**src/sv/rtt_pkg.sv**
```systemverilog
// Shared constants for the raster-to-tiled RGB565 writer.
// No dependencies.
package rtt_pkg;

  localparam int TEX_SIZE_DEF = 128;

  localparam int COLOR_W  = 8;
  localparam int PIX565_W = 16;
  localparam int OFFSET_W = 15;
  localparam int WORD_W   = 2 * PIX565_W;
  localparam int SIZE_W   = 8;

  localparam int CFG_IDX_W  = 2;
  localparam int CFG_DATA_W = SIZE_W;

  localparam logic [CFG_IDX_W-1:0] REG_IMAGE_WIDTH  = CFG_IDX_W'(0);
  localparam logic [CFG_IDX_W-1:0] REG_IMAGE_HEIGHT = CFG_IDX_W'(1);

  localparam logic [SIZE_W-1:0] SIZE_RESET = SIZE_W'(128);

  // Truncate RGB888 to RGB565.
  function automatic logic [PIX565_W-1:0] to_rgb565(input logic [COLOR_W-1:0] r,
                                                    input logic [COLOR_W-1:0] g,
                                                    input logic [COLOR_W-1:0] b);
    return {r[7:3], g[7:2], b[7:3]};
  endfunction

endpackage

```
**src/sv/rtt_pix_if.sv**
```systemverilog
// Pixel channel: valid/ready handshake with one RGB888 pixel.
// Depends on rtt_pkg.
interface rtt_pix_if;
  logic                        valid;
  logic                        ready;
  logic [rtt_pkg::COLOR_W-1:0] red;
  logic [rtt_pkg::COLOR_W-1:0] green;
  logic [rtt_pkg::COLOR_W-1:0] blue;

  modport source (output valid, red, green, blue, input ready);
  modport sink   (input valid, red, green, blue, output ready);
endinterface

```
**src/sv/rtt_word_if.sv**
```systemverilog
// Word channel: valid/ready handshake with one texel pair and its offset.
// Depends on rtt_pkg.
interface rtt_word_if;
  logic                         valid;
  logic                         ready;
  logic [rtt_pkg::OFFSET_W-1:0] byte_offset;
  logic [rtt_pkg::WORD_W-1:0]   texel_pair;
  logic                         last_of_image;

  modport source (output valid, byte_offset, texel_pair, last_of_image, input ready);
  modport sink   (input valid, byte_offset, texel_pair, last_of_image, output ready);
endinterface

```
**src/sv/raster_to_tiled_rgb565_writer_top.sv**
```systemverilog
// Raster-to-tiled RGB565 writer: top level, single registered pass.
// Depends on rtt_pkg, rtt_pix_if and rtt_word_if.
//
//   channel | direction | handshake           | carries
//   --------+-----------+---------------------+------------------------------------
//   in_ch   | in        | valid/ready         | red, green, blue (RGB888 pixel)
//   out_ch  | out       | valid/ready         | byte_offset, texel_pair, last_of_image
//   cfg_*   | in        | cfg_we, no back-off | cfg_index, cfg_wdata
//
// One pixel is accepted per cycle, but for the stall below. A pixel that
// closes a word (odd column, or the lone last pixel of an odd-width row)
// shows its word on out_ch in the next cycle, from the single output register.
// A left pixel produces no word, so it is taken even while out_ch is stalled;
// a closing pixel waits only when the output register is full and not drained.
// rst_n is synchronous: counters, held pixel and out valid clear, the size
// registers return to 128. No clearing pass is needed.
module raster_to_tiled_rgb565_writer_top #(
  parameter int TEX_SIZE = rtt_pkg::TEX_SIZE_DEF
) (
  input  logic                           clk,
  input  logic                           rst_n,
  rtt_pix_if.sink                        in_ch,
  rtt_word_if.source                     out_ch,
  input  logic                           cfg_we,
  input  logic [rtt_pkg::CFG_IDX_W-1:0]  cfg_index,
  input  logic [rtt_pkg::CFG_DATA_W-1:0] cfg_wdata
);

  // Counter width covers a coordinate inside the texture; size width holds
  // TEX_SIZE itself; compare width covers both that and the 8-bit registers.
  localparam int CntW        = $clog2(TEX_SIZE);
  localparam int SzW         = $clog2(TEX_SIZE + 1);
  localparam int CmpW        = (SzW > rtt_pkg::SIZE_W) ? SzW : rtt_pkg::SIZE_W;
  localparam int TileW       = 2 * CntW;
  localparam int TilesPerRow = TEX_SIZE / 8;
  localparam int FullW       = TileW + 7;

  // Configuration and image position.
  logic [rtt_pkg::SIZE_W-1:0]   width_r, width_nxt;
  logic [rtt_pkg::SIZE_W-1:0]   height_r, height_nxt;
  logic [CntW-1:0]              col_r, col_nxt;
  logic [CntW-1:0]              row_r, row_nxt;
  logic [rtt_pkg::PIX565_W-1:0] held_r, held_nxt;

  // Output register.
  logic                         out_valid_r, out_valid_nxt;
  logic [rtt_pkg::OFFSET_W-1:0] offset_r, offset_nxt;
  logic [rtt_pkg::WORD_W-1:0]   pair_r, pair_nxt;
  logic                         last_r, last_nxt;

  logic [CmpW-1:0]              w_raw, h_raw, w_eff, h_eff;
  logic [CntW-1:0]              col, row, x_even;
  logic                         end_of_row, last_row, emit, accept, restart;
  logic [rtt_pkg::PIX565_W-1:0] pix;
  logic [TileW-1:0]             tile;
  logic [5:0]                   inner;
  logic [FullW-1:0]             full_off;

  // Clamp the size registers: zero acts as one, oversize as TEX_SIZE.
  always_comb begin
    w_raw = CmpW'(width_r);
    h_raw = CmpW'(height_r);
    priority if (w_raw == '0) begin
      w_eff = CmpW'(1);
    end else if (w_raw > CmpW'(TEX_SIZE)) begin
      w_eff = CmpW'(TEX_SIZE);
    end else begin
      w_eff = w_raw;
    end
    priority if (h_raw == '0) begin
      h_eff = CmpW'(1);
    end else if (h_raw > CmpW'(TEX_SIZE)) begin
      h_eff = CmpW'(TEX_SIZE);
    end else begin
      h_eff = h_raw;
    end
  end

  // Position of the pixel now at the input; fall back to zero if out of range.
  always_comb begin
    col        = (CmpW'(col_r) >= w_eff) ? '0 : col_r;
    row        = (CmpW'(row_r) >= h_eff) ? '0 : row_r;
    end_of_row = (CmpW'(col) + CmpW'(1)) == w_eff;
    last_row   = (CmpW'(row) + CmpW'(1)) == h_eff;
    emit       = col[0] | end_of_row;
  end

  // Left pixels never block; closing pixels need room in the output register.
  assign in_ch.ready = !emit || !out_valid_r || out_ch.ready;
  assign accept      = in_ch.valid && in_ch.ready;
  assign restart     = cfg_we && ((cfg_index == rtt_pkg::REG_IMAGE_WIDTH) ||
                                  (cfg_index == rtt_pkg::REG_IMAGE_HEIGHT));

  // Tiled offset of the word's left texel: 8x8 tiles in row-major order,
  // Morton order inside a tile (x0,y0,x1,y1,x2,y2), two bytes per texel.
  always_comb begin
    pix      = rtt_pkg::to_rgb565(in_ch.red, in_ch.green, in_ch.blue);
    x_even   = {col[CntW-1:1], 1'b0};
    inner    = {row[2], x_even[2], row[1], x_even[1], row[0], x_even[0]};
    tile     = TileW'(row >> 3) * TileW'(TilesPerRow) + TileW'(x_even >> 3);
    full_off = {tile, inner, 1'b0};
  end

  // Next state.
  always_comb begin
    width_nxt     = width_r;
    height_nxt    = height_r;
    col_nxt       = col_r;
    row_nxt       = row_r;
    held_nxt      = held_r;
    out_valid_nxt = out_valid_r && !out_ch.ready;
    offset_nxt    = offset_r;
    pair_nxt      = pair_r;
    last_nxt      = last_r;

    if (cfg_we) begin
      unique case (cfg_index)
        rtt_pkg::REG_IMAGE_WIDTH:  width_nxt  = cfg_wdata;
        rtt_pkg::REG_IMAGE_HEIGHT: height_nxt = cfg_wdata;
        default: ;
      endcase
    end

    if (restart) begin
      // Any write to the width or height register starts a new image.
      col_nxt  = '0;
      row_nxt  = '0;
      held_nxt = '0;
    end else if (accept) begin
      if (emit) begin
        out_valid_nxt = 1'b1;
        offset_nxt    = rtt_pkg::OFFSET_W'(full_off);
        pair_nxt      = col[0] ? {pix, held_r} : {{rtt_pkg::PIX565_W{1'b0}}, pix};
        last_nxt      = end_of_row && last_row;
        held_nxt      = '0;
      end else begin
        held_nxt = pix;
      end
      if (end_of_row) begin
        col_nxt = '0;
        row_nxt = last_row ? '0 : row + CntW'(1);
      end else begin
        col_nxt = col + CntW'(1);
      end
    end
  end

  always_ff @(posedge clk) begin
    if (!rst_n) begin
      width_r     <= rtt_pkg::SIZE_RESET;
      height_r    <= rtt_pkg::SIZE_RESET;
      col_r       <= '0;
      row_r       <= '0;
      held_r      <= '0;
      out_valid_r <= 1'b0;
    end else begin
      width_r     <= width_nxt;
      height_r    <= height_nxt;
      col_r       <= col_nxt;
      row_r       <= row_nxt;
      held_r      <= held_nxt;
      out_valid_r <= out_valid_nxt;
    end
  end

  always_ff @(posedge clk) begin
    offset_r <= offset_nxt;
    pair_r   <= pair_nxt;
    last_r   <= last_nxt;
  end

  assign out_ch.valid         = out_valid_r;
  assign out_ch.byte_offset   = offset_r;
  assign out_ch.texel_pair    = pair_r;
  assign out_ch.last_of_image = last_r;

endmodule

```
**src/flat_wrapper.sv**
```systemverilog
// flat-port wrapper written by rule: the top's interface ports become plain ports
module raster_to_tiled_rgb565_writer_top_flat 
#(
  parameter int TEX_SIZE = rtt_pkg::TEX_SIZE_DEF
)
  (clk, rst_n, cfg_we, cfg_index, cfg_wdata, in_ch_valid, in_ch_red, in_ch_green, in_ch_blue, in_ch_ready, out_ch_valid, out_ch_byte_offset, out_ch_texel_pair, out_ch_last_of_image, out_ch_ready);
  rtt_pix_if in_ch_i ();
  rtt_word_if out_ch_i ();
  input  logic clk;
  input  logic rst_n;
  input  logic cfg_we;
  input  logic [rtt_pkg::CFG_IDX_W-1:0] cfg_index;
  input  logic [rtt_pkg::CFG_DATA_W-1:0] cfg_wdata;
  input wire logic [$bits(in_ch_i.valid)-1:0] in_ch_valid;
  input wire logic [$bits(in_ch_i.red)-1:0] in_ch_red;
  input wire logic [$bits(in_ch_i.green)-1:0] in_ch_green;
  input wire logic [$bits(in_ch_i.blue)-1:0] in_ch_blue;
  output wire logic [$bits(in_ch_i.ready)-1:0] in_ch_ready;
  output wire logic [$bits(out_ch_i.valid)-1:0] out_ch_valid;
  output wire logic [$bits(out_ch_i.byte_offset)-1:0] out_ch_byte_offset;
  output wire logic [$bits(out_ch_i.texel_pair)-1:0] out_ch_texel_pair;
  output wire logic [$bits(out_ch_i.last_of_image)-1:0] out_ch_last_of_image;
  input wire logic [$bits(out_ch_i.ready)-1:0] out_ch_ready;
  assign in_ch_i.valid = in_ch_valid;
  assign in_ch_i.red = in_ch_red;
  assign in_ch_i.green = in_ch_green;
  assign in_ch_i.blue = in_ch_blue;
  assign in_ch_ready = in_ch_i.ready;
  assign out_ch_valid = out_ch_i.valid;
  assign out_ch_byte_offset = out_ch_i.byte_offset;
  assign out_ch_texel_pair = out_ch_i.texel_pair;
  assign out_ch_last_of_image = out_ch_i.last_of_image;
  assign out_ch_i.ready = out_ch_ready;
  raster_to_tiled_rgb565_writer_top #(.TEX_SIZE(TEX_SIZE)) u_core (.clk(clk), .rst_n(rst_n), .in_ch(in_ch_i), .out_ch(out_ch_i), .cfg_we(cfg_we), .cfg_index(cfg_index), .cfg_wdata(cfg_wdata));
endmodule
```
**config.mk**
```make
export PLATFORM = sky130hd
export DESIGN_NAME = raster_to_tiled_rgb565_writer_top_flat
export DESIGN_NICKNAME = d
export VERILOG_FILES = /design/src/sv/rtt_pkg.sv /design/src/sv/rtt_pix_if.sv /design/src/sv/rtt_word_if.sv /design/src/sv/raster_to_tiled_rgb565_writer_top.sv /design/src/flat_wrapper.sv
export SDC_FILE = /design/constraint.sdc
export NUM_CORES = 1
export LEC_CHECK = 0
export ABC_AREA = 1
export BUFFER_PORTS_ARGS = -buffer_cell sky130_fd_sc_hd__buf_2
export CORE_ASPECT_RATIO = 1.75
export CORE_MARGIN = 1.5
export CORE_UTILIZATION = 40
export DETAILED_ROUTE_END_ITERATION = 6
export PLACE_DENSITY = 0.7
export SLEW_MARGIN = 10
export SYNTH_ARGS = -nofsm -noshare
export SYNTH_HDL_FRONTEND = slang
export SYNTH_SLANG_ARGS = --single-unit
```
**constraint.sdc**
```tcl
create_clock -name clk -period 6.8 [get_ports clk]
set_input_delay 0.68 -clock clk [delete_from_list [all_inputs] [get_ports clk]]
set_output_delay 0.68 -clock clk [all_outputs]
set_load 0.01 [all_outputs]
```
### Word-level counts from Yosys, hierarchy flattened

Index checks and enable logic that the tools add are counted.

| operators by class | value |
|---|---|
| $add $sub $neg | 5 |
| $mul | 0 |
| divide/modulo/power cells | 0 |
| $lt $le $gt $ge | 4 |
| eq/ne operators | 3 |
| shift operators | 0 |
| muxes and demuxes | 13 |
| bitwise gates (word level) | 3 |
| reduce and logical (&&, ||, !) cells | 18 |

Operator list:

| cell | number |
|---|---|
| $mux W16 | 2 |
| $mux W8 | 4 |
| $mux W7 | 4 |
| $add A7 B1 Y8 const B | 2 |
| $eq A8 B8 Y1 | 2 |
| $ge A7 B8 Y1 | 2 |
| $gt A8 B8 Y1 const B | 2 |
| $logic_not A8 Y1 | 2 |
| $add A7 B1 Y7 const B | 2 |
| $add A8 B4 Y8 | 1 |
| $reduce_and A2 Y1 | 3 |
| $logic_and A1 B1 Y1 | 4 |
| $logic_not A1 Y1 | 3 |
| $logic_or A1 B1 Y1 | 3 |
| $mux W1 | 3 |
| $reduce_and A3 Y1 | 1 |
| $eq A2 B1 Y1 const B | 1 |
| $logic_not A2 Y1 | 1 |
| $not A1 Y1 | 2 |
| $reduce_or A2 Y1 | 1 |
| $or A1 B1 Y1 | 1 |

| word-level totals | value |
|---|---|
| register bits | 93 |
| latch bits | 0 |
| RAM bits | 0 |
| memory bits (read-only) | 0 |
| input port bits | 39 |
| output and inout port bits | 50 |
| logic and storage cells | 56 |
| memories kept | 0 |

### Longest topological paths before layout

Gate-level depths: netlist of the first run.

| depth | value |
|---|---|
| word-level depth | 14 |
| gate-level depth with buffers | 33 |
| mapped depth without buffers | 32 |

### Least setup slack after synthesis of the first run

OpenSTA, ideal clock, no wires.

| timing path | value |
|---|---|
| path type | reg-to-reg |
| start point | register u_core.width_r (netlist bit u_core.w_raw[4]) |
| end point | register u_core.offset_r (netlist bit u_core.out_ch.byte_offset[10]) (enable) |
| library setup time | 449 ps |
| arrival | 5,229 ps |
| required time | 6,351 ps |
| path slack | 1,121 ps |
| stages on the path, launching flop included | 27 |
| path buffers | 1 |
| period minus slack after synthesis | 5,679 ps |
| path through | dfxtp_1 > nor3_1 > nand2_1 > nand2_1 > nand2_1 > ha_1 > nand2_1 > nor2_1 > nor2_1 > nand2_1 > a21oi_2 > nand2_2 > inv_1 > clkbuf_1 > ha_1 > nand2_1 > inv_1 > nand4_1 > inv_1 > nand3_1 > nand3_1 > nand2_1 > nor2_1 > nand3_2 > nand2_4 > nand3_1 > nor2_1 |

| between the ends | value |
|---|---|
| longest elaborated chain between the ends | 13 |
| elaborated cells between the ends (all ways) | 14 |
| those cells by class | 1 x add/sub; 2 x order compare; 1 x eq/ne; 3 x mux; 1 x bitwise; 6 x reduce/logical |

RTL lines:

| item | line | source |
|---|---|---|
| from (decl) | raster_to_tiled_rgb565_writer_top.sv:39 | `logic [rtt_pkg::SIZE_W-1:0] width_r, width_nxt;` |
| from (signal assigned) | raster_to_tiled_rgb565_writer_top.sv:150 | `width_r <= rtt_pkg::SIZE_RESET;` |
| from (signal assigned) | raster_to_tiled_rgb565_writer_top.sv:157 | `width_r <= width_nxt;` |
| $gt A8 B8 Y1 | raster_to_tiled_rgb565_writer_top.sv:65 | `end else if (w_raw > CmpW'(TEX_SIZE)) begin` |
| $mux W8 | raster_to_tiled_rgb565_writer_top.sv:65 |  |
| $mux W8 (*) | raster_to_tiled_rgb565_writer_top.sv:63 | `priority if (w_raw == '0) begin` |
| $ge A7 B8 Y1 | raster_to_tiled_rgb565_writer_top.sv:81 | `col = (CmpW'(col_r) >= w_eff) ? '0 : col_r;` |
| $mux W7 | raster_to_tiled_rgb565_writer_top.sv:81 |  |
| $add A7 B1 Y8 | raster_to_tiled_rgb565_writer_top.sv:83 | `end_of_row = (CmpW'(col) + CmpW'(1)) == w_eff;` |
| $eq A8 B8 Y1 | raster_to_tiled_rgb565_writer_top.sv:83 |  |
| $or A1 B1 Y1 (*) | raster_to_tiled_rgb565_writer_top.sv:85 | `emit = col[0] \| end_of_row;` |
| $logic_not A1 Y1 | raster_to_tiled_rgb565_writer_top.sv:89 | `assign in_ch.ready = !emit \|\| !out_valid_r \|\| out_ch.ready;` |
| $logic_or A1 B1 Y1 (2 in a row) | raster_to_tiled_rgb565_writer_top.sv:89 |  |
| $logic_and A1 B1 Y1 | raster_to_tiled_rgb565_writer_top.sv:90 | `assign accept = in_ch.valid && in_ch.ready;` |
| $reduce_and A3 Y1 (no line) (*) | n/a |  |
| to (signal assigned) | raster_to_tiled_rgb565_writer_top.sv:167 | `offset_r <= offset_nxt;` |
| to (decl) | raster_to_tiled_rgb565_writer_top.sv:47 | `logic [rtt_pkg::OFFSET_W-1:0] offset_r, offset_nxt;` |

Every way passes the cells marked *; elsewhere a longest branch is shown, timed or not.
A chain may end at the register's enable or synchronous reset.

### Final worst setup path of the first run

| timing path | value |
|---|---|
| start point | register u_core.width_r (netlist bit u_core.w_raw[4]) |
| end point | register u_core.offset_r (netlist bit u_core.out_ch.byte_offset[11]) (enable) |

The elaborated chain is that of the path after synthesis.

==> flow_summary.ini, run 1 <==
[clock_tree]
path_clk_slew_ns = 0.06
numCtsBuffers = 9
clk_latency_ns = 0.34
cts_hold_buf = 0
clockBufferDepth = 2
cts_num_sinks = 93
cts_resized = 0
cts_tree = built
root_buffer = clkbuf_16
post-cts-setup-buffers = 0
htreeDepth = 3

[sta]
setup_tns_ns = 0
worst_pin_slew_ns = 0.710
slew_headroom_pct = 52.6
fmax_mhz = 199
setup_viol = 0
slew_viol_final = 0
rsz0062_at_grt = no
min_period_over_period_pct = 73.9
skew_ns = 0.0121
hold_viol_final = 0
period_needed_ns = 5.03

[finish]
layout-drive-gt1-share_pct = 17.8
fin_nets = 719
fillers = 1116
regArea_sq_um = 2320
area_delta_synth_final_pct = 17.3
fin_area_sq_um = 5490
multi_input_area_sq_um = 1980
antenna_cells = 0

[synthesis]
ys_seq_elements = 93
yosysUniqueCellTypes = 36
async_reset_ff_share_pct = 0
seq_area_frac_synth_pct = 49.6
synth-warning-count = 0
ys_top_cells_by_area = edfxtp_1 (29%), dfxtp_1 (20%), nand2_1 (12%)
ys.flop_type = dfxtp_1
synth_edf_count = 46
syn-instance-count = 586
synth_area_per_cell_sq_um = 7.99
synth_top_area_cell = edfxtp_1
synth_top_area_share_pct = 29.5
synthesis.area_sq_um = 4680

[floorplan]
core-area_sq_um = 11500
initial_core_util_pct = 40.7
fp.dieH_um = 146
die_x_um = 84.8
rows = 52
io_pins = 89
die_area_sq_um = 12400

[worst_setup_path]
endpoint_kind = flip-flop
cpLargestDelayFamily = simple AND/OR/NAND/NOR gates
cp_num_buf_inv = 4
r2r_cells = 26
slowest_delay_ns = 0.55
cp.depth = 26
critPathSlowestCell = nor2_4
path_common_cell = nand2_1
startpoint_type = flip-flop
critPathKind = reg2reg
arrival_ns = 5.04
required_ns = 6.81
critPathMaxFanout = 24

[drt]
num_vias = 3997
firstDrtPassIters = 7
routed_wl_mm = 10.2
drc = 10
ant_nets = 0
wire_per_inst_um = 12.7
drtIter0Drc = 193
viasPerCell = 4.97

[power_and_ir_drop]
irDropWorstVdd_v = 0.000115
cellPowerDensity_nw_per_um2 = 229
leakagePower_nw = 2.51

[placement]
routabilityCongestion = 0.942
hpwl_mm = 7.85
portBuffers = 78
dpl_cell_area_sq_um = 5190

[global_route]
antenna_found_initial = 0
track_usage_pct = 16.9
grt_remaining_overflow = 0
grt_pass1_vias = 3843
grt_max_degree = 33
grt_pass1_wl_mm = 16.8

[min_path]
holdPathStages = 2
hp-class = reg2reg

[job]
drv_cap = 0

[status]
outcome = finished with violations
violations = DRC
## sequential cells by signal, indices dropped and copies added (netlist names)
register                     count
u_core.out_ch.last_of_image      1
u_core.out_ch.byte_offset       13
u_core.row_r                     7
u_core.col_r                     7
u_core.held_r                   16
u_core.out_ch.texel_pair        32
u_core.h_raw                     8
u_core.w_raw                     8
u_core.out_ch.valid              1
## power breakdown
| part | internal, mW | switching [mW] |
|---|---|---|
| clock | 0.288 | 0.211 |
| combinational | 0.0454 | 0.0904 |
| sequential | 0.610 | 0.0103 |
## cell families after synthesis
group | share of synthesized area [%]
compound gates | 8.68
xor+xnor | 1.42
fa+ha+maj | 4.27
buf+inv | 8.31
flops | 49.6
other cells | 0.0801
simple gates | 27.7
## cells in the final DEF (no fill, tap or decap), types with 2 or more instances in the layout
master / netlist / layout
a21oi_1: 33 / 33
buf_2: 1 / 78
buf_4: 2 / 2
clkbuf_16: 0 / 9
clkinvlp_4: 0 / 2
conb_1: 1 / 2
dfxtp_1: 47 / 47
edfxtp_1: 46 / 46
ha_1: 16 / 16
inv_1: 80 / 80
inv_2: 3 / 3
inv_6: 0 / 2
nand2_1: 153 / 153
nand2_2: 4 / 4
nand2_4: 3 / 3
nand3_1: 36 / 36
nand3_2: 5 / 5
nand3b_1: 3 / 3
nand4_1: 10 / 10
nor2_1: 74 / 73
nor2_2: 2 / 2
nor2_4: 3 / 4
nor3_1: 2 / 2
o211ai_1: 2 / 2
o21ai_0: 35 / 35
o21ai_1: 2 / 2
xor2_1: 4 / 4
## through the flow
step | cells | power [mW] | hold WS (ns) | util, % | setup slack [ns]
2_1_floorplan | 587 | 0.727 | 0.439 | - | 1.12
6_report | 804 | 1.26 | 0.460 | 47.7 | 1.77
5_1_grt | 804 | 1.31 | 0.475 | 47.7 | 1.17
3_5_place_dp | 788 | 0.769 | 0.452 | 45.1 | 1.76
3_3_place_gp | 788 | 0.764 | 0.448 | 45.1 | 1.85
4_1_cts | 804 | 1.27 | 0.462 | 47.7 | 1.75
## worst paths after layout
kind | startpoint | endpoint | slack, ns
max | u_core.w_raw[4] | u_core.out_ch.byte_offset[11] | 1.77
min | u_core.held_r[13] | u_core.held_r[13] | 0.46
max reg2reg | u_core.w_raw[4] | u_core.out_ch.byte_offset[11] | 1.77
min reg2reg | u_core.held_r[13] | u_core.held_r[13] | 0.46
## area by class of cell
| class | count | area share, % |
|---|---|---|
| Sequential cell | 93 | 42.3 |
| Multi-Input combinational cell | 397 | 36.1 |
| Timing Repair Buffer | 80 | 7.38 |
| Inverter | 83 | 5.67 |
| Clock buffer | 10 | 4.17 |
| Tap cell | 135 | 3.08 |
| Clock inverter | 6 | 1.30 |
## worst min-delay path, delay by kind of cell (launching register included)
kind	cells	cell delay [ns]
compound gates	1	0.05
flops	1	0.31
simple gates	1	0.06
## Yosys cell counts (4+ instances only)
cell type / instances
nand2_1: 153
inv_1: 80
nor2_1: 74
dfxtp_1: 47
edfxtp_1: 46
nand3_1: 36
o21ai_0: 35
a21oi_1: 33
ha_1: 16
nand4_1: 10
clkbuf_1: 7
nand3_2: 5
nand2_2: 4
xor2_1: 4
## per-layer routing
metal	GRT usage [%]	part of all wire (%)	wire length, um
met5	0	0	0
met4	8.69	2.4	245
met3	2.77	3.7	373
met2	31.6	54	5530
met1	17.8	40	4060
Note: power is estimated with default switching activity, not from simulation.
==> run 2: changes to the inputs <==
==> constraint.sdc (replaced) <==
create_clock -name clk -period 4.8 [get_ports clk]
set_input_delay 0.48 -clock clk [delete_from_list [all_inputs] [get_ports clk]]
set_output_delay 0.48 -clock clk [all_outputs]
set_load 0.01 [all_outputs]
==> run 2 against run 1 <==
The run still ends with DRC left. Total power rose by 43%. Clock skew fell by 0.0038 ns. Non-clock buffer count rose by 2. Die area did not move. Register-to-register slack got worse by 1.1 ns. Wire length rose by 1.1%. Sequential power rose by 42%. Global-route usage rose by 0.15 points. Clock-buffer cell count fell by 1. Critical path depth fell by 3. Critical path type is now reg2out.
==> flow_summary.ini, run 2 (synthesis gave the netlist of run 1 again) <==
[drt]
drtIter0Drc = 163
drc = 7
num_vias = 4002
routed_wl_mm = 10.3
wire_per_inst_um = 12.8
firstDrtPassIters = 7
viasPerCell = 4.97
ant_nets = 0

[sta]
rsz0062_at_grt = no
slew_headroom_pct = 51.5
hold_viol_final = 0
setup_tns_ns = 0
hold_ws_ns = 0.380
slew_viol_final = 0
worst_pin_slew_ns = 0.727
fmax_mhz = 231
skew_ns = 0.00837
min_period_over_period_pct = 90.1
period_needed_ns = 4.33
setup_viol = 0

[clock_tree]
cts_num_sinks = 93
path_clk_slew_ns = 0.06
numCtsBuffers = 9
htreeDepth = 3
cts_tree = built
clk_latency_ns = 0.34
root_buffer = clkbuf_16
clockBufferDepth = 2

[global_route]
antenna_found_initial = 0
grt_remaining_overflow = 0
grt_util_met2_pct = 32.4
grt_max_degree = 37
track_usage_pct = 17.1
met3_usage_pct = 2.88
busiest_layer = met2
grt_pass1_wl_mm = 17.2
grtUsageMet1_pct = 17.7
grt_pass1_vias = 3937

[power_and_ir_drop]
cellPowerDensity_nw_per_um2 = 324
leakagePower_nw = 2.53
irDropWorstVdd_v = 0.000224

[floorplan]
initial_core_util_pct = 40.7
rows = 52
die_area_sq_um = 12400
core-area_sq_um = 11500
fp.dieH_um = 146
io_pins = 89
die_x_um = 84.8

[worst_setup_path]
startpoint_type = flip-flop
cpLargestDelayFamily = simple AND/OR/NAND/NOR gates
arrival_ns = 3.85
r2r_end = u_core.out_ch.byte_offset[4]
required_ns = 4.32
r2r_cells = 24
regToRegStartpoint = u_core.w_raw[4]
rrSetupSlack_ns = 0.67
crit_chain = nor3_1, nand2_1, nand2_1, nand2_1, ha_1, a21oi_1, nor2_1, nor2_4, nand2_1, nor2_1, ha_1, nand2_1, inv_1, nand4_1, inv_1, nand2_1, nand3_1, nand3_1, nor2_1, nand3_2, nand2_4, nand2_4, buf_2
critPathKind = reg2out
path_common_cell = nand2_1
endpoint_kind = output port
crit_start = u_core.w_raw[4]
slowest_delay_ns = 0.32
critPathMaxFanout = 6
critPathSlowestCell = dfxtp_1
cp_num_buf_inv = 3

[min_path]
holdPathStages = 3
hp-class = in2reg
whs_endpoint = u_core.w_raw[7]
worstHoldStart = cfg_wdata[7]

[placement]
portBuffers = 78
routabilityCongestion = 0.898
hpwl_mm = 8.03

[status]
violations = DRC
outcome = finished with violations

[finish]
fin_nets = 721
antenna_cells = 0
final_common_cell = nand2_1
area_delta_synth_final_pct = 17.9
final_cell_mix = nand2_1 (153), inv_1 (80), buf_2 (78), nor2_1 (73), dfxtp_1 (47)
layout-drive-gt1-share_pct = 18.2
largest_reg_flops = 32

[job]
drv_cap = 0
## run 2: cell count changes in the layout (fill, tap and decap cells not counted), sizes merged
cell | before | now
clkbuf | 10 | 9
inv | 85 | 86
clkinvlp | 2 | 0
buf | 80 | 82
clkinv | 1 | 3
## run 2: where the power goes
group / leakage (nW) / switching [mW] / internal [mW]
logic: 1.58 / 0.129 / 0.0667
clock network: 0.151 / 0.306 / 0.410
registers: 0.797 / 0.0148 / 0.864
## run 2: how the worst max path moves through the flow
stage,endpoint,slack (ns),depth (start not counted)
3_5_place_dp,u_core.out_ch.texel_pair[8],0.46,26
4_1_cts,u_core.out_ch.byte_offset[12],0.44,26
3_3_place_gp,u_core.out_ch.texel_pair[24],0.57,26
6_report,in_ch_ready,0.47,23
2_1_floorplan,u_core.out_ch.byte_offset[10],0.36,26
5_1_grt,in_ch_ready,0.01,25
## run 2: per-layer routing
metal	part of all wire (%)	vias up	routed length [um]
li1	-	2046	-
met5	0	-	0
met4	3.1	0	318
met1	40	1824	4110
met2	53	112	5490
met3	3.9	20	402
## run 2: worst reg2reg max path: cells and delay by family (launching register included)
kind,cells,cell delay (ns)
and+or+nand+nor,18,2.33
adders and majority gates,2,0.50
buffers and inverters,3,0.46
AOI/OAI and AO/OA,1,0.20
DFF,1,0.32
## run 2: cell type report
| class | instances | area, sq um |
|---|---|---|
| Clock inverter | 7 | 78.8 |
| Sequential cell | 93 | 2320 |
| Clock buffer | 9 | 225 |
| Tap cell | 135 | 169 |
| Multi-Input combinational cell | 397 | 1980 |
| Inverter | 83 | 312 |
| Timing Repair Buffer | 82 | 433 |
| Fill cell | 1126 | 5990 |
## run 2: repair_timing
item	CTS	global route
setup buffers	0	1
endpoints found under the setup margin	0	36
hold endpoints to repair	0	0
hold buffers	0	0
resized for setup	0	0
## run 2: stage by stage
step	utilization, %	power [mW]	setup WS [ns]	std cells	instance area [sq um]
2_1_floorplan	-	1.03	0.363	587	4690
3_3_place_gp	45.3	1.09	0.567	789	5210
3_5_place_dp	45.3	1.09	0.457	789	5210
4_1_cts	47.9	1.80	0.438	805	5520
5_1_grt	48.0	1.87	0.0127	806	5520
6_report	48.0	1.79	0.475	806	5520
